`src/rtl/pcs_pkg.sv`:
```
`timescale 1ns / 1ps

package pcs_pkg;

    localparam int NUM_COUNTERS_DEF = 4;
    localparam int COUNT_WIDTH_DEF  = 32;
    localparam int IN_READINGS      = 4;
    localparam int MAX_RESULTS      = 4;
    localparam int FIELD_WIDTH      = 32;
    localparam int RUN_WIDTH        = 32;
    localparam int SUM_WIDTH        = 64;

    typedef enum logic [1:0] {
        REQ_RESET = 2'd0,
        REQ_START = 2'd1,
        REQ_PAUSE = 2'd2,
        REQ_STOP  = 2'd3
    } req_code_t;

    typedef enum logic [1:0] {
        ST_IDLE,
        ST_FOLD,
        ST_DIVIDE,
        ST_EMIT
    } seq_state_t;

    typedef struct packed {
        logic [1:0]             req_type;
        logic [FIELD_WIDTH-1:0] load_store_count;
        logic [FIELD_WIDTH-1:0] miss_cycle_count;
        logic [FIELD_WIDTH-1:0] cycle_count;
        logic [FIELD_WIDTH-1:0] instruction_count;
    } req_item_t;

    typedef struct packed {
        logic [1:0]             counter_index;
        logic [FIELD_WIDTH-1:0] last_value;
        logic [FIELD_WIDTH-1:0] peak_value;
        logic [FIELD_WIDTH-1:0] average_value;
        logic [RUN_WIDTH-1:0]   run_count;
        logic                   last_of_run;
    } res_item_t;

    // Commands from the sequencer to the counter bank.
    typedef struct packed {
        logic clear_all;
        logic take_snapshot;
        logic add_deltas;
        logic set_paused;
        logic count_stop;
        logic fold;
        logic clear_acc;
    } bank_ctrl_t;

endpackage

```
`src/rtl/pcs_divider.sv`:
```
`timescale 1ns / 1ps

module pcs_divider (
    input  logic                          clk,
    input  logic                          rst_n,
    input  logic                          start,
    input  logic [pcs_pkg::SUM_WIDTH-1:0] dividend,
    input  logic [pcs_pkg::RUN_WIDTH-1:0] divisor,
    output logic                          done,
    output logic [pcs_pkg::SUM_WIDTH-1:0] quotient
);
    import pcs_pkg::*;

    localparam int CNT_W = $clog2(SUM_WIDTH + 1);

    logic [RUN_WIDTH-1:0] rem_reg;
    logic [RUN_WIDTH-1:0] rem_next;
    logic [SUM_WIDTH-1:0] quo_reg;
    logic [RUN_WIDTH-1:0] divisor_reg;
    logic [CNT_W-1:0]     cnt_reg;
    logic                 busy_reg;
    logic                 done_reg;
    logic [RUN_WIDTH:0]   trial;
    logic                 fits;

    // Restoring division, one quotient bit per cycle. The dividend shifts out
    // of the top of the quotient register while quotient bits enter below.
    always_comb
    begin
        trial    = {rem_reg, quo_reg[SUM_WIDTH-1]};
        fits     = (trial >= {1'b0, divisor_reg});
        rem_next = fits ? RUN_WIDTH'(trial - {1'b0, divisor_reg})
                        : trial[RUN_WIDTH-1:0];
    end

    always_ff @(posedge clk or negedge rst_n)
    begin
        if (!rst_n)
        begin
            busy_reg <= 1'b0;
            done_reg <= 1'b0;
            cnt_reg  <= '0;
        end
        else
        begin
            done_reg <= 1'b0;
            if (start)
            begin
                busy_reg <= 1'b1;
                cnt_reg  <= CNT_W'(SUM_WIDTH);
            end
            else if (busy_reg)
            begin
                cnt_reg <= cnt_reg - CNT_W'(1);
                if (cnt_reg == CNT_W'(1))
                begin
                    busy_reg <= 1'b0;
                    done_reg <= 1'b1;
                end
            end
        end
    end

    always_ff @(posedge clk)
    begin
        if (start)
        begin
            rem_reg     <= '0;
            quo_reg     <= dividend;
            divisor_reg <= divisor;
        end
        else if (busy_reg)
        begin
            rem_reg <= rem_next;
            quo_reg <= {quo_reg[SUM_WIDTH-2:0], fits};
        end
    end

    assign done     = done_reg;
    assign quotient = quo_reg;

endmodule

```
`src/rtl/pcs_bank.sv`:
```
`timescale 1ns / 1ps

module pcs_bank #(
    parameter int NUM_COUNTERS = pcs_pkg::NUM_COUNTERS_DEF,
    parameter int COUNT_WIDTH  = pcs_pkg::COUNT_WIDTH_DEF,
    parameter int IDX_W        = (NUM_COUNTERS > 1) ? $clog2(NUM_COUNTERS) : 1
) (
    input  logic                          clk,
    input  logic                          rst_n,
    input  pcs_pkg::bank_ctrl_t           ctrl,
    input  logic [IDX_W-1:0]              idx,
    input  pcs_pkg::req_item_t            req,
    output logic [COUNT_WIDTH-1:0]        acc_sel,
    output logic [COUNT_WIDTH-1:0]        peak_sel,
    output logic [pcs_pkg::SUM_WIDTH-1:0] fold_sum,
    output logic [pcs_pkg::RUN_WIDTH-1:0] stop_count,
    output logic                          paused
);
    import pcs_pkg::*;

    logic [COUNT_WIDTH-1:0] acc_reg  [NUM_COUNTERS];
    logic [COUNT_WIDTH-1:0] snap_reg [NUM_COUNTERS];
    logic [SUM_WIDTH-1:0]   sum_reg  [NUM_COUNTERS];
    logic [COUNT_WIDTH-1:0] peak_reg [NUM_COUNTERS];
    logic [RUN_WIDTH-1:0]   stop_reg;
    logic                   paused_reg;

    logic [FIELD_WIDTH-1:0] words [IN_READINGS];
    logic [COUNT_WIDTH-1:0] rd    [NUM_COUNTERS];
    logic [SUM_WIDTH:0]     sum_wide;

    // Counters past the four input readings see a constant zero reading.
    always_comb
    begin
        words[0] = req.load_store_count;
        words[1] = req.miss_cycle_count;
        words[2] = req.cycle_count;
        words[3] = req.instruction_count;
        for (int i = 0; i < NUM_COUNTERS; i++)
        begin
            rd[i] = (i < IN_READINGS) ? COUNT_WIDTH'(words[i % IN_READINGS]) : '0;
        end
    end

    always_comb
    begin
        sum_wide = {1'b0, sum_reg[idx]} + (SUM_WIDTH + 1)'(acc_reg[idx]);
        fold_sum = sum_wide[SUM_WIDTH] ? '1 : sum_wide[SUM_WIDTH-1:0];
    end

    always_ff @(posedge clk or negedge rst_n)
    begin
        if (!rst_n)
        begin
            for (int i = 0; i < NUM_COUNTERS; i++)
            begin
                acc_reg[i]  <= '0;
                snap_reg[i] <= '0;
                sum_reg[i]  <= '0;
                peak_reg[i] <= '0;
            end
            stop_reg   <= '0;
            paused_reg <= 1'b1;
        end
        else if (ctrl.clear_all)
        begin
            // The start snapshot survives a reset command.
            for (int i = 0; i < NUM_COUNTERS; i++)
            begin
                acc_reg[i]  <= '0;
                sum_reg[i]  <= '0;
                peak_reg[i] <= '0;
            end
            stop_reg   <= '0;
            paused_reg <= 1'b1;
        end
        else
        begin
            if (ctrl.take_snapshot)
            begin
                for (int i = 0; i < NUM_COUNTERS; i++)
                begin
                    snap_reg[i] <= rd[i];
                end
                paused_reg <= 1'b0;
            end
            if (ctrl.add_deltas)
            begin
                for (int i = 0; i < NUM_COUNTERS; i++)
                begin
                    acc_reg[i] <= acc_reg[i] + (rd[i] - snap_reg[i]);
                end
            end
            if (ctrl.set_paused)
            begin
                paused_reg <= 1'b1;
            end
            if (ctrl.count_stop && (stop_reg != '1))
            begin
                stop_reg <= stop_reg + RUN_WIDTH'(1);
            end
            if (ctrl.fold)
            begin
                sum_reg[idx] <= fold_sum;
                if (acc_reg[idx] > peak_reg[idx])
                begin
                    peak_reg[idx] <= acc_reg[idx];
                end
            end
            if (ctrl.clear_acc)
            begin
                acc_reg[idx] <= '0;
            end
        end
    end

    assign acc_sel    = acc_reg[idx];
    assign peak_sel   = peak_reg[idx];
    assign stop_count = stop_reg;
    assign paused     = paused_reg;

endmodule

```
`src/rtl/profile_counter_statistics_core.sv`:
```
`timescale 1ns / 1ps

// Profiling statistics over a set of free-running event counters.
// The request channel (req_valid, req_stall, req) carries a command and the
// present readings of the load/store, miss-cycle, cycle and instruction
// counters. Reset, start and pause requests are taken while idle and give
// no result. A stop request gives one result per counter, up to four, on the
// result channel (res_valid, res_stall, res), the last one flagged by
// last_of_run.
// Each result first folds the run total into the sum and peak and then uses
// one shared 64-by-32 restoring divider for the average, one quotient bit per
// cycle. Counters past the reported ones are folded too, without a result.
// req_stall is high while a stop is in progress, until its last result is
// taken and any further counters are folded. When the receiver stalls, the
// result is held in the output register and the sequencer waits. After reset
// the block is idle, all accumulators, sums, peaks and the run count are
// zero, and the block is paused.
module profile_counter_statistics_core #(
    parameter int NUM_COUNTERS = pcs_pkg::NUM_COUNTERS_DEF,
    parameter int COUNT_WIDTH  = pcs_pkg::COUNT_WIDTH_DEF
) (
    input  logic               clk,
    input  logic               rst_n,
    input  logic               req_valid,
    output logic               req_stall,
    input  pcs_pkg::req_item_t req,
    output logic               res_valid,
    input  logic               res_stall,
    output pcs_pkg::res_item_t res
);
    import pcs_pkg::*;

    localparam int IDX_W       = (NUM_COUNTERS > 1) ? $clog2(NUM_COUNTERS) : 1;
    localparam int NUM_RESULTS = (NUM_COUNTERS < MAX_RESULTS) ? NUM_COUNTERS : MAX_RESULTS;
    localparam logic [IDX_W:0]   NRES_L  = (IDX_W + 1)'(NUM_RESULTS);
    localparam logic [IDX_W-1:0] LAST_L  = IDX_W'(NUM_COUNTERS - 1);
    localparam logic [IDX_W-1:0] LASTR_L = IDX_W'(NUM_RESULTS - 1);

    seq_state_t state_reg;
    seq_state_t state_next;
    logic [IDX_W-1:0] idx_reg;
    logic [IDX_W-1:0] idx_next;
    res_item_t  res_reg;
    res_item_t  res_next;
    logic       res_valid_reg;

    bank_ctrl_t ctrl;
    logic       div_start;
    logic       load_res;
    logic       emit;
    logic       idx_last;
    logic       res_taken;

    logic [COUNT_WIDTH-1:0] acc_sel;
    logic [COUNT_WIDTH-1:0] peak_sel;
    logic [SUM_WIDTH-1:0]   fold_sum;
    logic [RUN_WIDTH-1:0]   stop_count;
    logic                   paused;
    logic                   div_done;
    logic [SUM_WIDTH-1:0]   quotient;
    logic [COUNT_WIDTH-1:0] avg_sat;

    pcs_bank #(
        .NUM_COUNTERS (NUM_COUNTERS),
        .COUNT_WIDTH  (COUNT_WIDTH),
        .IDX_W        (IDX_W)
    ) u_bank (
        .clk        (clk),
        .rst_n      (rst_n),
        .ctrl       (ctrl),
        .idx        (idx_reg),
        .req        (req),
        .acc_sel    (acc_sel),
        .peak_sel   (peak_sel),
        .fold_sum   (fold_sum),
        .stop_count (stop_count),
        .paused     (paused)
    );

    pcs_divider u_divider (
        .clk      (clk),
        .rst_n    (rst_n),
        .start    (div_start),
        .dividend (fold_sum),
        .divisor  (stop_count),
        .done     (div_done),
        .quotient (quotient)
    );

    assign emit      = ({1'b0, idx_reg} < NRES_L);
    assign idx_last  = (idx_reg == LAST_L);
    assign res_taken = res_valid_reg && !res_stall;
    assign req_stall = (state_reg != ST_IDLE);

    // Next state.
    always_comb
    begin
        state_next = state_reg;
        unique case (state_reg)
            ST_IDLE:
            begin
                if (req_valid && (req.req_type == REQ_STOP))
                begin
                    state_next = ST_FOLD;
                end
            end
            ST_FOLD:
            begin
                if (emit)
                begin
                    state_next = ST_DIVIDE;
                end
                else if (idx_last)
                begin
                    state_next = ST_IDLE;
                end
            end
            ST_DIVIDE:
            begin
                if (div_done)
                begin
                    state_next = ST_EMIT;
                end
            end
            ST_EMIT:
            begin
                if (res_taken)
                begin
                    state_next = idx_last ? ST_IDLE : ST_FOLD;
                end
            end
            default:
            begin
                state_next = ST_IDLE;
            end
        endcase
    end

    // Control outputs.
    always_comb
    begin
        ctrl      = '0;
        div_start = 1'b0;
        load_res  = 1'b0;
        unique case (state_reg)
            ST_IDLE:
            begin
                if (req_valid)
                begin
                    unique case (req.req_type)
                        REQ_RESET: ctrl.clear_all = 1'b1;
                        REQ_START: ctrl.take_snapshot = 1'b1;
                        REQ_PAUSE:
                        begin
                            ctrl.add_deltas = 1'b1;
                            ctrl.set_paused = 1'b1;
                        end
                        REQ_STOP:
                        begin
                            ctrl.add_deltas = !paused;
                            ctrl.set_paused = 1'b1;
                            ctrl.count_stop = 1'b1;
                        end
                        default: ctrl = '0;
                    endcase
                end
            end
            ST_FOLD:
            begin
                ctrl.fold      = 1'b1;
                div_start      = emit;
                ctrl.clear_acc = !emit;
            end
            ST_DIVIDE:
            begin
                if (div_done)
                begin
                    ctrl.clear_acc = 1'b1;
                    load_res       = 1'b1;
                end
            end
            ST_EMIT:
            begin
                ctrl = '0;
            end
            default:
            begin
                ctrl = '0;
            end
        endcase
    end

    always_comb
    begin
        idx_next = idx_reg;
        if (state_reg == ST_IDLE)
        begin
            idx_next = '0;
        end
        else if (((state_reg == ST_FOLD) && !emit && !idx_last)
                 || ((state_reg == ST_EMIT) && res_taken && !idx_last))
        begin
            idx_next = idx_reg + IDX_W'(1);
        end
    end

    always_comb
    begin
        avg_sat = (|quotient[SUM_WIDTH-1:COUNT_WIDTH]) ? '1 : quotient[COUNT_WIDTH-1:0];
        res_next.counter_index = 2'(idx_reg);
        res_next.last_value    = FIELD_WIDTH'(acc_sel);
        res_next.peak_value    = FIELD_WIDTH'(peak_sel);
        res_next.average_value = FIELD_WIDTH'(avg_sat);
        res_next.run_count     = stop_count;
        res_next.last_of_run   = (idx_reg == LASTR_L);
    end

    always_ff @(posedge clk or negedge rst_n)
    begin
        if (!rst_n)
        begin
            state_reg     <= ST_IDLE;
            idx_reg       <= '0;
            res_valid_reg <= 1'b0;
        end
        else
        begin
            state_reg <= state_next;
            idx_reg   <= idx_next;
            priority if (load_res)
            begin
                res_valid_reg <= 1'b1;
            end
            else if (res_taken)
            begin
                res_valid_reg <= 1'b0;
            end
        end
    end

    always_ff @(posedge clk)
    begin
        if (load_res)
        begin
            res_reg <= res_next;
        end
    end

    assign res_valid = res_valid_reg;
    assign res       = res_reg;

endmodule

```
`config.mk`:
```
export PLATFORM = sky130hd
export DESIGN_NAME = profile_counter_statistics_core
export DESIGN_NICKNAME = d
export VERILOG_FILES = /design/src/rtl/pcs_pkg.sv /design/src/rtl/pcs_divider.sv /design/src/rtl/pcs_bank.sv /design/src/rtl/profile_counter_statistics_core.sv
export SDC_FILE = /design/constraint.sdc
export NUM_CORES = 2
export LEC_CHECK = 0
export ABC_CLOCK_PERIOD_IN_PS = 14600
export BUFFER_PORTS_ARGS = -buffer_cell sky130_fd_sc_hd__buf_4
export CAP_MARGIN = 15
export CORE_MARGIN = 1.5
export CORE_UTILIZATION = 35
export DETAILED_ROUTE_END_ITERATION = 10
export GPL_TIMING_DRIVEN = 0
export HOLD_SLACK_MARGIN = 0.05
export SLEW_MARGIN = 20
export SYNTH_ARGS = -nofsm -noshare
export SYNTH_HDL_FRONTEND = slang
export SYNTH_SLANG_ARGS = --single-unit
```
`constraint.sdc`:
```
create_clock -name clk -period 14.6 [get_ports clk]
set_clock_uncertainty 0.15 [all_clocks]
set_input_delay 2.19 -clock clk [delete_from_list [all_inputs] [get_ports clk]]
set_output_delay 2.19 -clock clk [all_outputs]
set_load 0.02 [all_outputs]
```
==> summary.md <==
| Metric | Value |
|---|---|
| WL final | 174000 um |
| Largest net degree at the start of global routing | 94 |
| Fin worst setup slack | 5.88 ns |
| Vias in the first global route | 42.3k |
| Peak supply drop | 0.0000860 V |
| CTS buffer count | 107 |
| Final Non-Filler Cells | 7896 |
| Crit path DAT | 9.04 ns |
| CP endpoint | u_divider.quotient[41] |
| Area grow syn2layout | 16.1% |
| CP Max Fanout | 10 |
| Synth Instances | 5384 |
| Yosys cell types | 93 |
| Setup slack at placement | 6.04 ns |
| Final Setup Violations | 0 |
| Core area | 153000 um2 |
| Crit share post-route | 59.7% |
| Ys async rst share | 72.6% |
| Final Max Tran Viols | 0 |
| Outcome | finished clean |
| Mapped Avg Cell Area | 10.0 um2 |
| Worst hold path startpoint | u_divider.rem_reg[1] |
| Post-synth net total | 5879 |
| RePlAce Congestion | 0.924 |
| Slew @ Worst Pin | 1.17 ns |
| Finished Core Util | 41.1% |
| Post-synthesis register bit count | 946 |
| Layout Nets | 6267 |
| Kind of critical path | register to register |
| R2R cell count | 17 |
| Routed vias | 42.7k |
| Total power | 5970 uW |
| Antenna cells | 0 |
| Clock Pin Slew Worst Setup and Hold Paths | 0.06 ns |
| Critical Path Start | idx_reg[1] |
| Sequential share of the synthesized area | 45.6% |
| RSZ-0062 raised after global routing | false |
| Post-CTS Setup Inserts | 0 |
| Relative slew slack | 22.2% |
| Initial DRC Count | 4088 |
| Initial antenna violation count | 7 |
| Pwr dens | 95.3 nW/um2 |
| Dpl hpwl | 132000 um |
| Post-Syn Area | 54000 um2 |
| # IOs | 267 |
| Port Buf Inserts | 264 |
| Crit path launch type | register |
| Crit. End Element | register |
| R2R Setup Slk | 5.88 ns |
| YS warnings | 0 |
| Drt wl/cell | 22.0 um |
| RR Startpoint | idx_reg[1] |
| Die X | 396 um |
| Die area | 157000 um2 |
| Final worst path period need | 8.72 ns |
| Row count | 143 |
| Hold Path Depth | 2 |
| # DRC | 0 |
| GR Util All Layers | 21.9% |
| Total negative slack | 0 ns |
| Pre-antenna DRT Iters | 6 |
| Gr ovfl total | 0 |
| Max_cap viols | 0 |
| Top FF cell, synth | dfrtp_1 |
| Post-placement cell count | 7693 |
| Clk Latency, worst-skew pair | 0.75 ns |
| Initial Utilization | 35.4% |
| Global-route wire length before repair | 262000 um |
| Post-CTS sizing | 0 |
| Die height | 396 um |
| Maximum clock rate | 0.115 GHz |
| Worst hold path type | register to register |
| # clock sinks | 946 |
| Hold Vio Cnt, Final | 0 |
| Layout cells sized above 1 | 11.7% |
| Critical R2R Capture | u_divider.quotient[41] |
| Max H-tree Level | 3 |
| CTS root buffer | clkbuf_16 |
| Routed Antenna Nets | 0 |
| Leak | 0.0276 uW |
| CTS max path bufs | 3 |
| Routed vias/inst | 5.41 |
| Number of synthesized flops with an enable pin | 227 |
| Required @ worst endpoint | 14.93 ns |
| Hold-fix buffer count after cts | 0 |
| TritonCTS clock tree | yes |
| Max reg flops | 256 |
==> synthesized netlist by cell type (15+ instances only) <==
cell / number / area share [%]
mux2_2: 15 / 0.31
a21oi_1: 470 / 4.4
nor4_1: 23 / 0.27
a211oi_1: 132 / 1.8
o31ai_1: 15 / 0.21
o21ai_0: 377 / 3.5
buf_1: 21 / 0.15
a22o_1: 133 / 2.2
xnor2_1: 125 / 2.0
nand2_1: 481 / 3.3
nand3_1: 89 / 0.82
and3_1: 35 / 0.41
a21o_1: 105 / 1.5
nor2_2: 27 / 0.31
nor2_1: 391 / 2.7
or3_1: 53 / 0.61
a31oi_1: 30 / 0.35
dfrtp_1: 686 / 32
o21a_1: 40 / 0.56
and2_1: 17 / 0.20
a311oi_1: 29 / 0.47
o21bai_1: 25 / 0.35
mux2i_1: 18 / 0.33
inv_1: 618 / 4.3
mux4_2: 119 / 5.0
clkbuf_1: 249 / 1.7
nor3_1: 52 / 0.48
nand2b_1: 24 / 0.28
nand4_1: 45 / 0.52
ha_1: 235 / 5.4
fa_1: 126 / 4.7
edfxtp_1: 227 / 13
xor2_1: 80 / 1.3
dfxtp_1: 32 / 1.2
and4_1: 18 / 0.29
nor2b_1: 32 / 0.37
==> per-layer routing <==
metal / global-route usage, % / vias to the layer above / share of wire [%]
li1: - / 19600 / -
met5: 0 / - / 0.016
met3: 3.30 / 277 / 6.9
met2: 36.4 / 1537 / 48
met1: 29.7 / 21200 / 43
met4: 5.86 / 4 / 2.7
==> final cells by class <==
class / instances / area, um2
clock inverters: 55 / 684
inverters: 618 / 2320
plain buffers: 293 / 1230
multi-input cells: 3527 / 25800
clock buffers: 148 / 3070
repair buffers: 279 / 2380
well taps: 2030 / 2540
flip-flops and latches: 946 / 24600
fillers: 14800 / 89900
==> metrics by stage <==
stage	area [um2]	hold slack (ns)
3_5_place_dp	58900	0.329
4_1_cts	62700	0.339
6_report	62700	0.343
5_1_grt	62700	0.366
2_1_floorplan	54000	0.313
3_3_place_gp	58500	0.329
==> cells in the final DEF (no fill, tap or decap), types with 51 or more instances in the layout <==
master,count
dfrtp_1,686
ha_1,234
nor3_1,51
edfxtp_1,227
a22o_1,133
mux4_2,119
xor2_1,80
a21o_1,105
or3_1,53
nand3_1,89
fa_1,126
clkbuf_16,112
clkbuf_1,269
nand2_1,481
a21oi_1,470
buf_4,266
nor2_1,391
o21ai_0,377
inv_1,618
xnor2_1,125
a211oi_1,132
==> cells by family after synthesis <==
kind of cell,Yosys count,synth area share [%]
multiplexers,160,6.00
AND/OR/NAND/NOR,1327,11.2
buffers and inverters,911,6.55
XOR/XNOR,205,3.32
flip-flops,946,45.6
AO/OA/AOI/OAI,1474,17.1
adder cells (fa/ha/maj),361,10.1
==> worst max-delay path: stages, from the launching register on <==
cell and delay, ns:
dfrtp_1 0.70, buf_2 0.49, buf_2 0.39, buf_2 0.53, clkbuf_1 0.70, clkbuf_1 0.83, mux4_2 0.46, ha_1 0.29
a21o_1 0.11, a21oi_1 0.13, o21a_1 0.22, o21ai_1 0.40, nand3_1 0.30, a2111oi_0 0.92, o21ai_0 0.57, o41a_1 0.46
nor3_1 0.59, a21oi_1 0.15
==> worst min-delay path by stage <==
stage,endpoint,slack [ns]
2_1_floorplan,u_divider.rem_reg[10],0.31
3_3_place_gp,u_divider.rem_reg[1],0.33
3_5_place_dp,u_divider.rem_reg[1],0.33
4_1_cts,u_divider.rem_reg[1],0.34
5_1_grt,u_bank.peak_reg[28],0.37
6_report,u_divider.rem_reg[1],0.34
==> power breakdown <==
group / total (uW) / switching [uW] / internal, uW
clock: 2870 / 1200 / 1660
sequential: 2700 / 0 / 2700
combinational: 410 / 246 / 164
total: 5970 / 1450 / 4520
Power figures use the tool's default switching activity.
